<file path="src/rtl/opi_pkg.sv">
`default_nettype none
package opi_pkg;

    typedef struct packed {
        logic signed [15:0] lin_speed;
        logic signed [23:0] turn_rate;
        logic [19:0]        elapsed_time;
    } in_item_t;

    typedef struct packed {
        logic signed [31:0] pos_x;
        logic signed [31:0] pos_y;
        logic [15:0]        heading;
        logic signed [23:0] corrected_rate;
    } out_item_t;

    typedef enum logic [3:0] {
        ST_IDLE,
        ST_GAIN,
        ST_SUMS,
        ST_PROD,
        ST_ANGLE,
        ST_CORDIC,
        ST_ROUND,
        ST_MULX,
        ST_MULY,
        ST_UPDATE,
        ST_OUT
    } state_t;

    // commands from controller to datapath
    typedef struct packed {
        logic load;
        logic gain;
        logic sums;
        logic prod;
        logic angle;
        logic iter;
        logic round;
        logic mulx;
        logic muly;
        logic update;
    } cmd_t;

    // status from datapath to controller
    typedef struct packed {
        logic iter_last;
    } sts_t;

    localparam int AtanEntries = 24;
    localparam logic signed [33:0] CordicStart = 34'sd652032874;
    localparam logic [15:0] GainReset = 16'd18985;

    function automatic logic [31:0] atan_lut(input logic [4:0] idx);
        logic [31:0] v;
        begin
            case (idx)
                5'd0:  v = 32'h20000000;
                5'd1:  v = 32'h12E4051E;
                5'd2:  v = 32'h09FB385B;
                5'd3:  v = 32'h051111D4;
                5'd4:  v = 32'h028B0D43;
                5'd5:  v = 32'h0145D7E1;
                5'd6:  v = 32'h00A2F61E;
                5'd7:  v = 32'h00517C55;
                5'd8:  v = 32'h0028BE53;
                5'd9:  v = 32'h00145F2F;
                5'd10: v = 32'h000A2F98;
                5'd11: v = 32'h000517CC;
                5'd12: v = 32'h00028BE6;
                5'd13: v = 32'h000145F3;
                5'd14: v = 32'h0000A2F9;
                5'd15: v = 32'h0000517C;
                5'd16: v = 32'h000028BE;
                5'd17: v = 32'h0000145F;
                5'd18: v = 32'h00000A2F;
                5'd19: v = 32'h00000517;
                5'd20: v = 32'h0000028B;
                5'd21: v = 32'h00000145;
                5'd22: v = 32'h000000A2;
                5'd23: v = 32'h00000051;
                default: v = 32'h0;
            endcase
            return v;
        end
    endfunction

endpackage
`default_nettype wire

</file>
<file path="src/rtl/opi_ctrl.sv">
`default_nettype none
module opi_ctrl (
    input  wire logic          clk,
    input  wire logic          rst_n,
    input  wire logic          in_fire,
    input  wire logic          out_fire,
    input  wire opi_pkg::sts_t sts,
    output opi_pkg::cmd_t      cmd,
    output logic               idle,
    output logic               busy_out
);

    opi_pkg::state_t state_reg, state_next;

    // state register
    always_ff @(posedge clk or negedge rst_n)
    begin
        if (!rst_n)
            state_reg <= opi_pkg::ST_IDLE;
        else
            state_reg <= state_next;
    end

    // next state and commands
    always_comb
    begin
        state_next = state_reg;
        cmd = '0;
        idle = 1'b0;
        busy_out = 1'b0;
        case (state_reg)
            opi_pkg::ST_IDLE:
            begin
                idle = 1'b1;
                cmd.load = in_fire;
                if (in_fire)
                    state_next = opi_pkg::ST_GAIN;
            end
            opi_pkg::ST_GAIN:
            begin
                cmd.gain = 1'b1;
                state_next = opi_pkg::ST_SUMS;
            end
            opi_pkg::ST_SUMS:
            begin
                cmd.sums = 1'b1;
                state_next = opi_pkg::ST_PROD;
            end
            opi_pkg::ST_PROD:
            begin
                cmd.prod = 1'b1;
                state_next = opi_pkg::ST_ANGLE;
            end
            opi_pkg::ST_ANGLE:
            begin
                cmd.angle = 1'b1;
                state_next = opi_pkg::ST_CORDIC;
            end
            opi_pkg::ST_CORDIC:
            begin
                cmd.iter = 1'b1;
                if (sts.iter_last)
                    state_next = opi_pkg::ST_ROUND;
            end
            opi_pkg::ST_ROUND:
            begin
                cmd.round = 1'b1;
                state_next = opi_pkg::ST_MULX;
            end
            opi_pkg::ST_MULX:
            begin
                cmd.mulx = 1'b1;
                state_next = opi_pkg::ST_MULY;
            end
            opi_pkg::ST_MULY:
            begin
                cmd.muly = 1'b1;
                state_next = opi_pkg::ST_UPDATE;
            end
            opi_pkg::ST_UPDATE:
            begin
                cmd.update = 1'b1;
                state_next = opi_pkg::ST_OUT;
            end
            opi_pkg::ST_OUT:
            begin
                busy_out = 1'b1;
                if (out_fire)
                    state_next = opi_pkg::ST_IDLE;
            end
            default:
                state_next = opi_pkg::ST_IDLE;
        endcase
    end

endmodule
`default_nettype wire

</file>
<file path="config.mk">
export PLATFORM = sky130hd
export DESIGN_NAME = opi_ctrl
export DESIGN_NICKNAME = d
export VERILOG_FILES = /design/src/rtl/opi_pkg.sv /design/src/rtl/opi_ctrl.sv
export SDC_FILE = /design/constraint.sdc
export NUM_CORES = 1
export LEC_CHECK = 0
export BUFFER_PORTS_ARGS = -buffer_cell sky130_fd_sc_hd__buf_2
export CAP_MARGIN = 20
export CORE_AREA = 4 4 41 43
export DETAILED_ROUTE_END_ITERATION = 12
export DIE_AREA = 0 0 45 47
export SYNTH_ARGS = -nofsm -noshare
export SYNTH_HDL_FRONTEND = slang
export SYNTH_SLANG_ARGS = --single-unit
</file>
<file path="constraint.sdc">
create_clock -name clk -period 1.2 [get_ports clk]
set_input_delay 0 -clock clk [delete_from_list [all_inputs] [get_ports clk]]
set_output_delay 0 -clock clk [all_outputs]
set_load 0.01 [all_outputs]
</file>
# Yosys cells after proc, flatten, opt, wreduce, memory -nomap -nowiden
# Index checks and enable logic that the tools add are counted.
[op_classes]
add_sub_neg = 0
n_mul = 0
div = 0
magnitude_cmp = 0
n_eq_ne = 13
n_shift = 0
mux = 16
bitwise_logic = 0
n_reduce_logical = 2
[op_table]
columns = ["operator", "count"]
rows = [
  ["4-bit case mux with 11 select lines", 1],
  ["4-bit by 3-bit equality test with 1-bit output (second input constant)", 4],
  ["4-bit equality test (second input constant)", 3],
  ["1-bit 2-to-1 mux", 12],
  ["4-bit 2-to-1 mux", 3],
  ["4-bit by 2-bit equality test with 1-bit output (second input constant)", 2],
  ["2-bit inequality test (second input constant)", 3],
  ["4-bit by 1-bit equality test with 1-bit output (second input constant)", 1],
  ["4-bit zero test", 1],
  ["3-bit AND reduction", 1],
]
[totals]
reg_bits = 4
latch_bits = 0
ram_bits = 0
mem_bits_ro = 0
inputBits = 5
output_inout_bits = 12
mem_count = 0

# Depth between registers and ports, before layout
# Gate-level depths: netlist of run 1.
[logic_depth]
ltp_word = 3
ltp_mapped = 4
ltp_nobuf = 3

# Least setup slack after synthesis of run 1
# OpenSTA, ideal clock, no wires.
[synth_path]
path_type = "register -> output"
start = "register state_reg[1]"
end = "output port cmd[9] (netlist bit)"
arrival_ns = 1.214
path_slack_ns = -0.014
path_stages_with_launch = 4
path_cell_list = "dfrtp_1 buf_6 nor4_1 and2_1"
[synth_rtl]
columns = ["element", "line", "source"]
rows = [
  ["start, declared", "opi_ctrl.sv:13", "opi_pkg::state_t state_reg, state_next;"],
  ["start signal, assigned", "opi_ctrl.sv:19", "state_reg <= opi_pkg::ST_IDLE;"],
  ["start signal, assigned", "opi_ctrl.sv:21", "state_reg <= state_next;"],
  ["end, declared", "opi_ctrl.sv:8", "output opi_pkg::cmd_t cmd,"],
]

==> results_tabular.tex, run 1 <==
\begin{tabular}{lr}
\hline
Metric & Value \\
\hline
\multicolumn{2}{l}{\textbf{Outcome}} \\
Status & finished with violations \\
Violated checks & negative setup slack \\
\multicolumn{2}{l}{\textbf{STA}} \\
Total negative slack for setup checks & -175.2 ps \\
Count of final setup violators & 5 \\
Unrepaired setup endpoints after global routing & true \\
Tightest hold margin & 82.33 ps \\
Layout Skew & 1.212 ps \\
Period utilization & 104.8\% \\
Worst-Margin Slew & 200.5 ps \\
Time the final worst path needs with I/O delays and setup & 1258 ps \\
Final Hold Vio Count & 0 \\
Min setup slack post-route & -57.74 ps \\
Max Freq & 795.1 MHz \\
Total count of max-transition violations in the final report & 0 \\
Max\_slew headroom & 86.53\% \\
\multicolumn{2}{l}{\textbf{Worst hold path}} \\
Launch instance of the worst min-delay path & out\_fire \\
Class of the worst hold path & input pin to register \\
\multicolumn{2}{l}{\textbf{Power and ir drop}} \\
Total power divided by cell area & 2785 mW/mm\^{}2 \\
VDD IR-drop max & 1257 uV \\
Overall power consumption & 1.572 mW \\
Proportion of power drawn by combinational gates & 69.1\% \\
P\_int & 0.8916 mW \\
Pleak & 0.2831 nW \\
Switching power total & 0.6800 mW \\
Sequential fraction of design power & 20.1\% \\
Sw Ratio & 43.27\% \\
Clk pwr share & 10.8\% \\
\multicolumn{2}{l}{\textbf{Synthesis}} \\
Share of synthesized area occupied by flip-flops and latches & 32.79\% \\
Top cell type's share of synthesized area & 32.79\% \\
Cell area after synthesis & 305.3 um\^{}2 \\
Warnings, synthesis & 0 \\
Total nets after synthesis & 42 \\
Synth area leaders & dfrtp\_1, nor3\_1, buf\_6 \\
Synthesized flop and latch total & 4 \\
Syn Area/Cell & 8.251 um\^{}2 \\
Cell count after synthesis & 37 \\
Synth cell types & 17 \\
Cell type contributing the most total cell area after synthesis & dfrtp\_1 \\
\multicolumn{2}{l}{\textbf{Floorplanning}} \\
Die Width & 45 um \\
Core footprint & 0.001301 mm\^{}2 \\
Initial standard-cell utilization of the core & 23.46\% \\
DIE AREA & 0.002115 mm\^{}2 \\
Rows & 13 \\
Die outline height & 47 um \\
Count of boundary I/O pins & 17 \\
\multicolumn{2}{l}{\textbf{Flow run}} \\
Max-Cap Viols & 0 \\
\multicolumn{2}{l}{\textbf{Global routing}} \\
Remaining global-route overflow & 0 \\
Number of antenna violations at the first check in global routing & 0 \\
Total routing usage reported by global routing & 10.07\% \\
Maximum number of pins on one net before global-route repair & 7 \\
First-pass GRT wire length & 1476 um \\
Via count of the first global-routing pass & 341 \\
\multicolumn{2}{l}{\textbf{Final layout}} \\
Antenna Diode Count & 0 \\
Synthesis-to-layout area growth & 84.84\% \\
Ratio of cells with drive above 1 in the final layout & 66.67\% \\
Final design utilization & 43.37\% \\
Number of inserted filler cells in the final layout & 138 \\
Multi-input combinational cell area & 224.0 um\^{}2 \\
Commonest non-fill, non-tap cells in the layout & buf\_2, buf\_4, nor2\_1, nor3\_1 \\
Fin nets & 73 \\
Most common library cell in the layout ignoring fill and taps & buf\_2 \\
Storage element area & 103.9 um\^{}2 \\
Max FFs per register & 4 \\
\multicolumn{2}{l}{\textbf{Placed design}} \\
Weighted congestion reported at the end of routability-driven placement & 0.7396 \\
Number of port buffers & 16 \\
Final HPWL DP & 672.2 um \\
\multicolumn{2}{l}{\textbf{Clock tree}} \\
Clock-pin slew reported for the worst setup and hold paths after clock tree synthesis & 40 ps \\
Clock root buffer master & clkbuf\_4 \\
TritonCTS clock tree & built \\
Maximum number of buffers from clock root to sink & 2 \\
Insertion delay to the later sink of the worst-skew pair & 230 ps \\
Number of buffers created by CTS & 3 \\
Sinks on the clock net & 4 \\
H-Tree Level Count & 1 \\
\multicolumn{2}{l}{\textbf{Routing}} \\
Antenna violation net count after detailed routing & 0 \\
Starting DRC count in detailed routing & 6 \\
Average wire per standard cell & 11.72 um \\
Via density per instance & 4.691 \\
Number of vias in the routed layout & 380 \\
Drt pass-1 iters & 4 \\
Final routed wirelength across all metal layers & 949 um \\
DRC Markers & 0 \\
\multicolumn{2}{l}{\textbf{Worst setup path}} \\
Worst Path Arrival & 1260 ps \\
Critical path fanouts, max & 4 \\
CP Capture Point & cmd[9] \\
Category of the most critical setup path & register to primary output \\
Internal reg-to-reg setup slack & -30 ps \\
Required arrival time at the worst endpoint & 1200 ps \\
Launching point of the worst reg2reg path & state\_reg[1]\$\_DFFE\_PN0P\_ \\
Element type at the critical path end & primary output \\
Crit path launch type & register \\
Length in cells of the worst reg-to-reg path & 4 \\
Critical path origin & state\_reg[1]\$\_DFFE\_PN0P\_ \\
Crit Reg-Reg Endpoint & state\_reg[0]\$\_DFFE\_PN0P\_ \\
\hline
\end{tabular}
## metrics by stage
step,worst slack (ps),instances,cell area (um^2)
2_1_floorplan,43.30,37,311.5
3_3_place_gp,78.82,70,414.1
3_5_place_dp,45.55,70,414.1
4_1_cts,-86.67,79,538.0
5_1_grt,-131.4,81,564.3
6_report,-57.74,81,564.3
## logic make-up (layout without fill, tap and decap cells)
logic type	count (synthesis)	after routing	synth area share (%)
AOI/OAI and AO/OA	4	4	9.018
and+or+nand+nor	24	24	43.03
buffers and inverters	4	33	12.29
DFF	4	4	32.79
xor gates and xnor gates	1	1	2.869
## how the worst min path moves through the flow
stage / end / slack, ps / cells after the start
2_1_floorplan: state_reg[0]$_DFFE_PN0P_ / -300 / 0
3_3_place_gp: state_reg[0]$_DFFE_PN0P_ / -190 / 1
3_5_place_dp: state_reg[2]$_DFFE_PN0P_ / -190 / 1
4_1_cts: state_reg[3]$_DFFE_PN0P_ / 80 / 3
5_1_grt: state_reg[3]$_DFFE_PN0P_ / 100 / 3
6_report: state_reg[3]$_DFFE_PN0P_ / 80 / 3
## per-layer routing
layer,vias up,track usage [%],wire [um]
met5,-,0,0
met4,0,8.772,17
met3,2,1.149,48
met2,11,17.80,521
met1,182,10.57,362
li1,185,-,-
## layout make-up
cell class              instances  share of cell area [%]
inverters                       1                  0.6652
clock buffers                   3                   3.991
repair buffers                 29                   33.92
multi-input cells              29                   39.69
well taps                      15                   3.326
flip-flops and latches          4                   18.40
## critical path, stage by stage (launching register included)
cell and delay (ps):
dfrtp_1 380, buf_6 130, nor4_4 250, and2_1 150, buf_2 120
## cell usage after synthesis
master,instances
dfrtp_1,4
nor3_2,1
buf_6,3
and2_1,1
xor2_1,1
o22ai_1,2
nand2b_4,1
nand2b_1,2
nand2_1,1
or2b_1,1
a21boi_0,1
nor4_1,1
nor3_1,7
nor2_1,8
o21a_1,1
or3_1,1
inv_1,1
## power by group through the flow
| stage | Sequential [mW] | Combinational [mW] | Clock, mW |
|---|---|---|---|
| after floorplan | 0.252 | 0.570 | 0 |
| after global placement | 0.318 | 0.711 | 0 |
| after detailed placement | 0.328 | 0.708 | 0 |
| after CTS | 0.317 | 1.01 | 0.176 |
| after global routing | 0.323 | 1.17 | 0.181 |
| final | 0.316 | 1.09 | 0.170 |
## what timing repair did
action                     4_1_cts  5_1_grt
pin swaps                        5        2
hold buffers                     1        0
hold endpoints to repair         4        0
gates resized for setup         12        3
setup endpoints to repair       11       11
buffers inserted                 6        2
Note: power is estimated with default switching activity, not from simulation.
==> run 2: changes to the inputs <==
--- a/config.mk
+++ b/config.mk
@@ -5,6 +5,7 @@
 export SDC_FILE = /design/constraint.sdc
 export NUM_CORES = 1
 export LEC_CHECK = 0
+export ABC_AREA = 1
 export BUFFER_PORTS_ARGS = -buffer_cell sky130_fd_sc_hd__buf_2
 export CAP_MARGIN = 20
 export CORE_AREA = 4 4 41 43
==> run 2 against run 1 <==
  * The flow now finishes without violations
  * Sequential share of layout area increased by 4.5 points
  * Design area is 20% lower
  * Via count down 2.9%
  * Clock-buffer cell count is the same
  * Synthesized cell count rose by 38%
  * Worst setup slack better by 120 ps
  * Combinational power decreased by 33%
  * Clock power about the same
  * Clock skew up 1.6 ps
  * Critical path type unchanged
  * Largest cell class unchanged
==> results_tabular.tex, run 2 <==
\begin{tabular}{lr}
\hline
Metric & Value \\
\hline
\multicolumn{2}{l}{\textbf{Placed design}} \\
Number of port buffers & 16 \\
Placed Instances & 82 \\
Final HPWL DP & 649.3 um \\
Weighted congestion reported at the end of routability-driven placement & 0.8441 \\
Setup slack after placement & 167.8 ps \\
\multicolumn{2}{l}{\textbf{Worst hold path}} \\
Launch instance of the worst min-delay path & sts \\
Hold path cells & 4 \\
Worst-case hold path end point & state\_reg[0]\$\_DFFE\_PN0P\_ \\
Class of the worst hold path & input pin to register \\
\multicolumn{2}{l}{\textbf{Power and ir drop}} \\
VDD IR-drop max & 914.0 uV \\
Total power divided by cell area & 2687 mW/mm\^{}2 \\
Proportion of power drawn by combinational gates & 59.9\% \\
Switching power total & 0.6231 mW \\
Overall power consumption & 1.220 mW \\
Sequential fraction of design power & 26.4\% \\
P\_int & 0.5973 mW \\
Clk pwr share & 13.7\% \\
Sw Ratio & 51.06\% \\
Pleak & 0.2699 nW \\
\multicolumn{2}{l}{\textbf{Worst setup path}} \\
Cell with the largest stage delay on the worst path & dfrtp\_2 \\
Category of the most critical setup path & register to primary output \\
Worst Path Arrival & 1140 ps \\
Length in cells of the worst reg-to-reg path & 5 \\
Cells along the critical path & nor2\_4, inv\_2, nor2\_1, buf\_2 \\
Highest cell delay on the worst timing path & 450 ps \\
Critical path fanouts, max & 5 \\
Crit Reg-Reg Endpoint & state\_reg[0]\$\_DFFE\_PN0P\_ \\
Internal reg-to-reg setup slack & 180 ps \\
Required arrival time at the worst endpoint & 1200 ps \\
Crit path launch type & register \\
Element type at the critical path end & primary output \\
Launching point of the worst reg2reg path & state\_reg[1]\$\_DFFE\_PN0P\_ \\
\multicolumn{2}{l}{\textbf{Final layout}} \\
Fin nets & 78 \\
Most common library cell in the layout ignoring fill and taps & buf\_2 \\
Ratio of cells with drive above 1 in the final layout & 46.48\% \\
Commonest non-fill, non-tap cells in the layout & buf\_2, nor2\_1, nand2\_1, inv\_1, inv\_2 \\
Max FFs per register & 4 \\
Antenna Diode Count & 0 \\
Number of standard cells in the layout, taps in and fillers out & 86 \\
Number of inserted filler cells in the final layout & 157 \\
Synthesis-to-layout area growth & 51.88\% \\
\multicolumn{2}{l}{\textbf{Outcome}} \\
Status & finished, final reports clean \\
\multicolumn{2}{l}{\textbf{Clock tree}} \\
Clock-pin slew reported for the worst setup and hold paths after clock tree synthesis & 40 ps \\
Clock root buffer master & clkbuf\_4 \\
Number of buffers created by CTS & 3 \\
Insertion delay to the later sink of the worst-skew pair & 230 ps \\
TritonCTS clock tree & built \\
Maximum number of buffers from clock root to sink & 2 \\
Total setup buffers inserted after CTS & 0 \\
Sinks on the clock net & 4 \\
H-Tree Level Count & 1 \\
\multicolumn{2}{l}{\textbf{Synthesis}} \\
Number of enable flip-flop cells after synthesis & 0 \\
Dominant register cell in the synthesized netlist & dfrtp\_1 \\
Synthesized flop and latch total & 4 \\
Synth area leaders & dfrtp\_1, nor2\_1, inv\_1 \\
Syn Area/Cell & 5.863 um\^{}2 \\
Share of synthesized flip-flops with an asynchronous set or reset & 100.0\% \\
Synth cell types & 11 \\
Cell count after synthesis & 51 \\
Share of synthesized area occupied by flip-flops and latches & 33.47\% \\
Cell with the most instances after synthesis & nor2\_1 \\
Warnings, synthesis & 0 \\
Total nets after synthesis & 56 \\
Leading cell types by count after synthesis & nor2\_1, inv\_1, nand2\_1 \\
Top cell type's share of synthesized area & 33.47\% \\
Cell area after synthesis & 299.0 um\^{}2 \\
Cell type contributing the most total cell area after synthesis & dfrtp\_1 \\
\multicolumn{2}{l}{\textbf{STA}} \\
Max\_slew headroom & 88.37\% \\
Final Hold Vio Count & 0 \\
Min setup slack post-route & 61.37 ps \\
Total count of max-transition violations in the final report & 0 \\
Unrepaired setup endpoints after global routing & true \\
Time the final worst path needs with I/O delays and setup & 1139 ps \\
Worst-Margin Slew & 174.5 ps \\
Max Freq & 878.2 MHz \\
Layout Skew & 2.833 ps \\
Count of final setup violators & 0 \\
Period utilization & 94.89\% \\
Total negative slack for setup checks & 0 ps \\
\multicolumn{2}{l}{\textbf{Global routing}} \\
First-pass GRT wire length & 1304 um \\
Number of antenna violations at the first check in global routing & 0 \\
Remaining global-route overflow & 0 \\
Total routing usage reported by global routing & 9.271\% \\
Via count of the first global-routing pass & 345 \\
Maximum number of pins on one net before global-route repair & 6 \\
\multicolumn{2}{l}{\textbf{Floorplanning}} \\
Die Width & 45 um \\
DIE AREA & 0.002115 mm\^{}2 \\
Count of boundary I/O pins & 17 \\
Rows & 13 \\
Initial standard-cell utilization of the core & 22.98\% \\
Die outline height & 47 um \\
Core footprint & 0.001301 mm\^{}2 \\
\multicolumn{2}{l}{\textbf{Routing}} \\
Final routed wirelength across all metal layers & 768 um \\
Drt pass-1 iters & 4 \\
Met2 WL & 426 um \\
Antenna violation net count after detailed routing & 0 \\
Starting DRC count in detailed routing & 14 \\
DRC Markers & 0 \\
M1 WL & 311 um \\
Via density per instance & 4.291 \\
Uppermost layer routed & met3 \\
Number of vias in the routed layout & 369 \\
Average wire per standard cell & 8.930 um \\
Routed wl met3 & 30 um \\
\multicolumn{2}{l}{\textbf{Flow run}} \\
Max-Cap Viols & 0 \\
\hline
\end{tabular}
run 2: changes by cell type in the layout (fill, tap and decap cells not counted), sizes merged, moves of 3 or more:
cell    change
buf        -12
inv        +12
nor2        +9
nor3        -8
nand2       +7
nand2b      -3
nand3       +3
run 2: layout make-up:
class / count / area (um^2) / area share (%)
Tap cell: 15 / 18.77 / 4.132
Clock buffer: 3 / 22.52 / 4.959
Inverter: 13 / 48.80 / 10.74
Multi-Input combinational cell: 34 / 170.2 / 37.47
Sequential cell: 4 / 103.9 / 22.87
Timing Repair Buffer: 17 / 90.09 / 19.83
run 2: cell families (layout without fill, tap and decap cells):
family | Yosys count | after routing | share of synthesized area (%)
buf+inv | 13 | 33 | 16.32
flops | 4 | 4 | 33.47
compound gates | 4 | 4 | 6.695
simple gates | 30 | 30 | 43.52
run 2: how the worst max path moves through the flow:
stage	depth (start not counted)	end	slack, ps	startpoint
after floorplan	4	state_reg[0]$_DFFE_PN0P_	260	state_reg[3]$_DFFE_PN0P_
after global placement	4	state_reg[0]$_DFFE_PN0P_	170	state_reg[3]$_DFFE_PN0P_
after detailed placement	4	state_reg[0]$_DFFE_PN0P_	170	state_reg[3]$_DFFE_PN0P_
after CTS	4	cmd[8]	1	state_reg[3]$_DFFE_PN0P_
after global routing	4	cmd[1]	-20	state_reg[0]$_DFFE_PN0P_
final	4	cmd[4]	60	state_reg[3]$_DFFE_PN0P_
run 2: power groups by stage:
stage               Combinational (mW)  Sequential, mW  Clock (mW)
finish                           0.731           0.322       0.167
global route                     0.841           0.337       0.192
CTS                              0.699           0.286       0.176
detailed placement               0.690           0.283           0
global placement                 0.688           0.285           0
floorplan                        0.487           0.269           0
run 2: worst max-delay path, delay by kind of cell, from the launching register on:
family | cells | cell delay (ps)
buffers and inverters | 2 | 200
flip-flops | 1 | 450
AND/OR/NAND/NOR | 2 | 250
run 2: stage by stage:
| stage | area, um^2 | hold WS [ps] | util, % |
|---|---|---|---|
| final | 454.2 | 78.58 | 34.90 |
| after global routing | 454.2 | 101.4 | 34.90 |
| after CTS | 432.9 | 79.48 | 33.27 |
| after detailed placement | 397.9 | -191.9 | 30.58 |
| after global placement | 397.9 | -192.3 | 30.58 |
| after floorplan | 299.0 | -295.6 | - |
run 2: what timing repair did:
action                                 4_1_cts  5_1_grt
hold buffers                                 1        0
gates resized for setup                      1        9
endpoints found under the hold margin        4        0
setup endpoints to repair                    4       12
pin swaps                                    0        1
run 2: metal layers:
layer	vias up	global-route usage, %
li1	192	-
met3	0	3.448
met1	165	8.945
met5	-	0
met2	12	14.41
met4	0	10.53
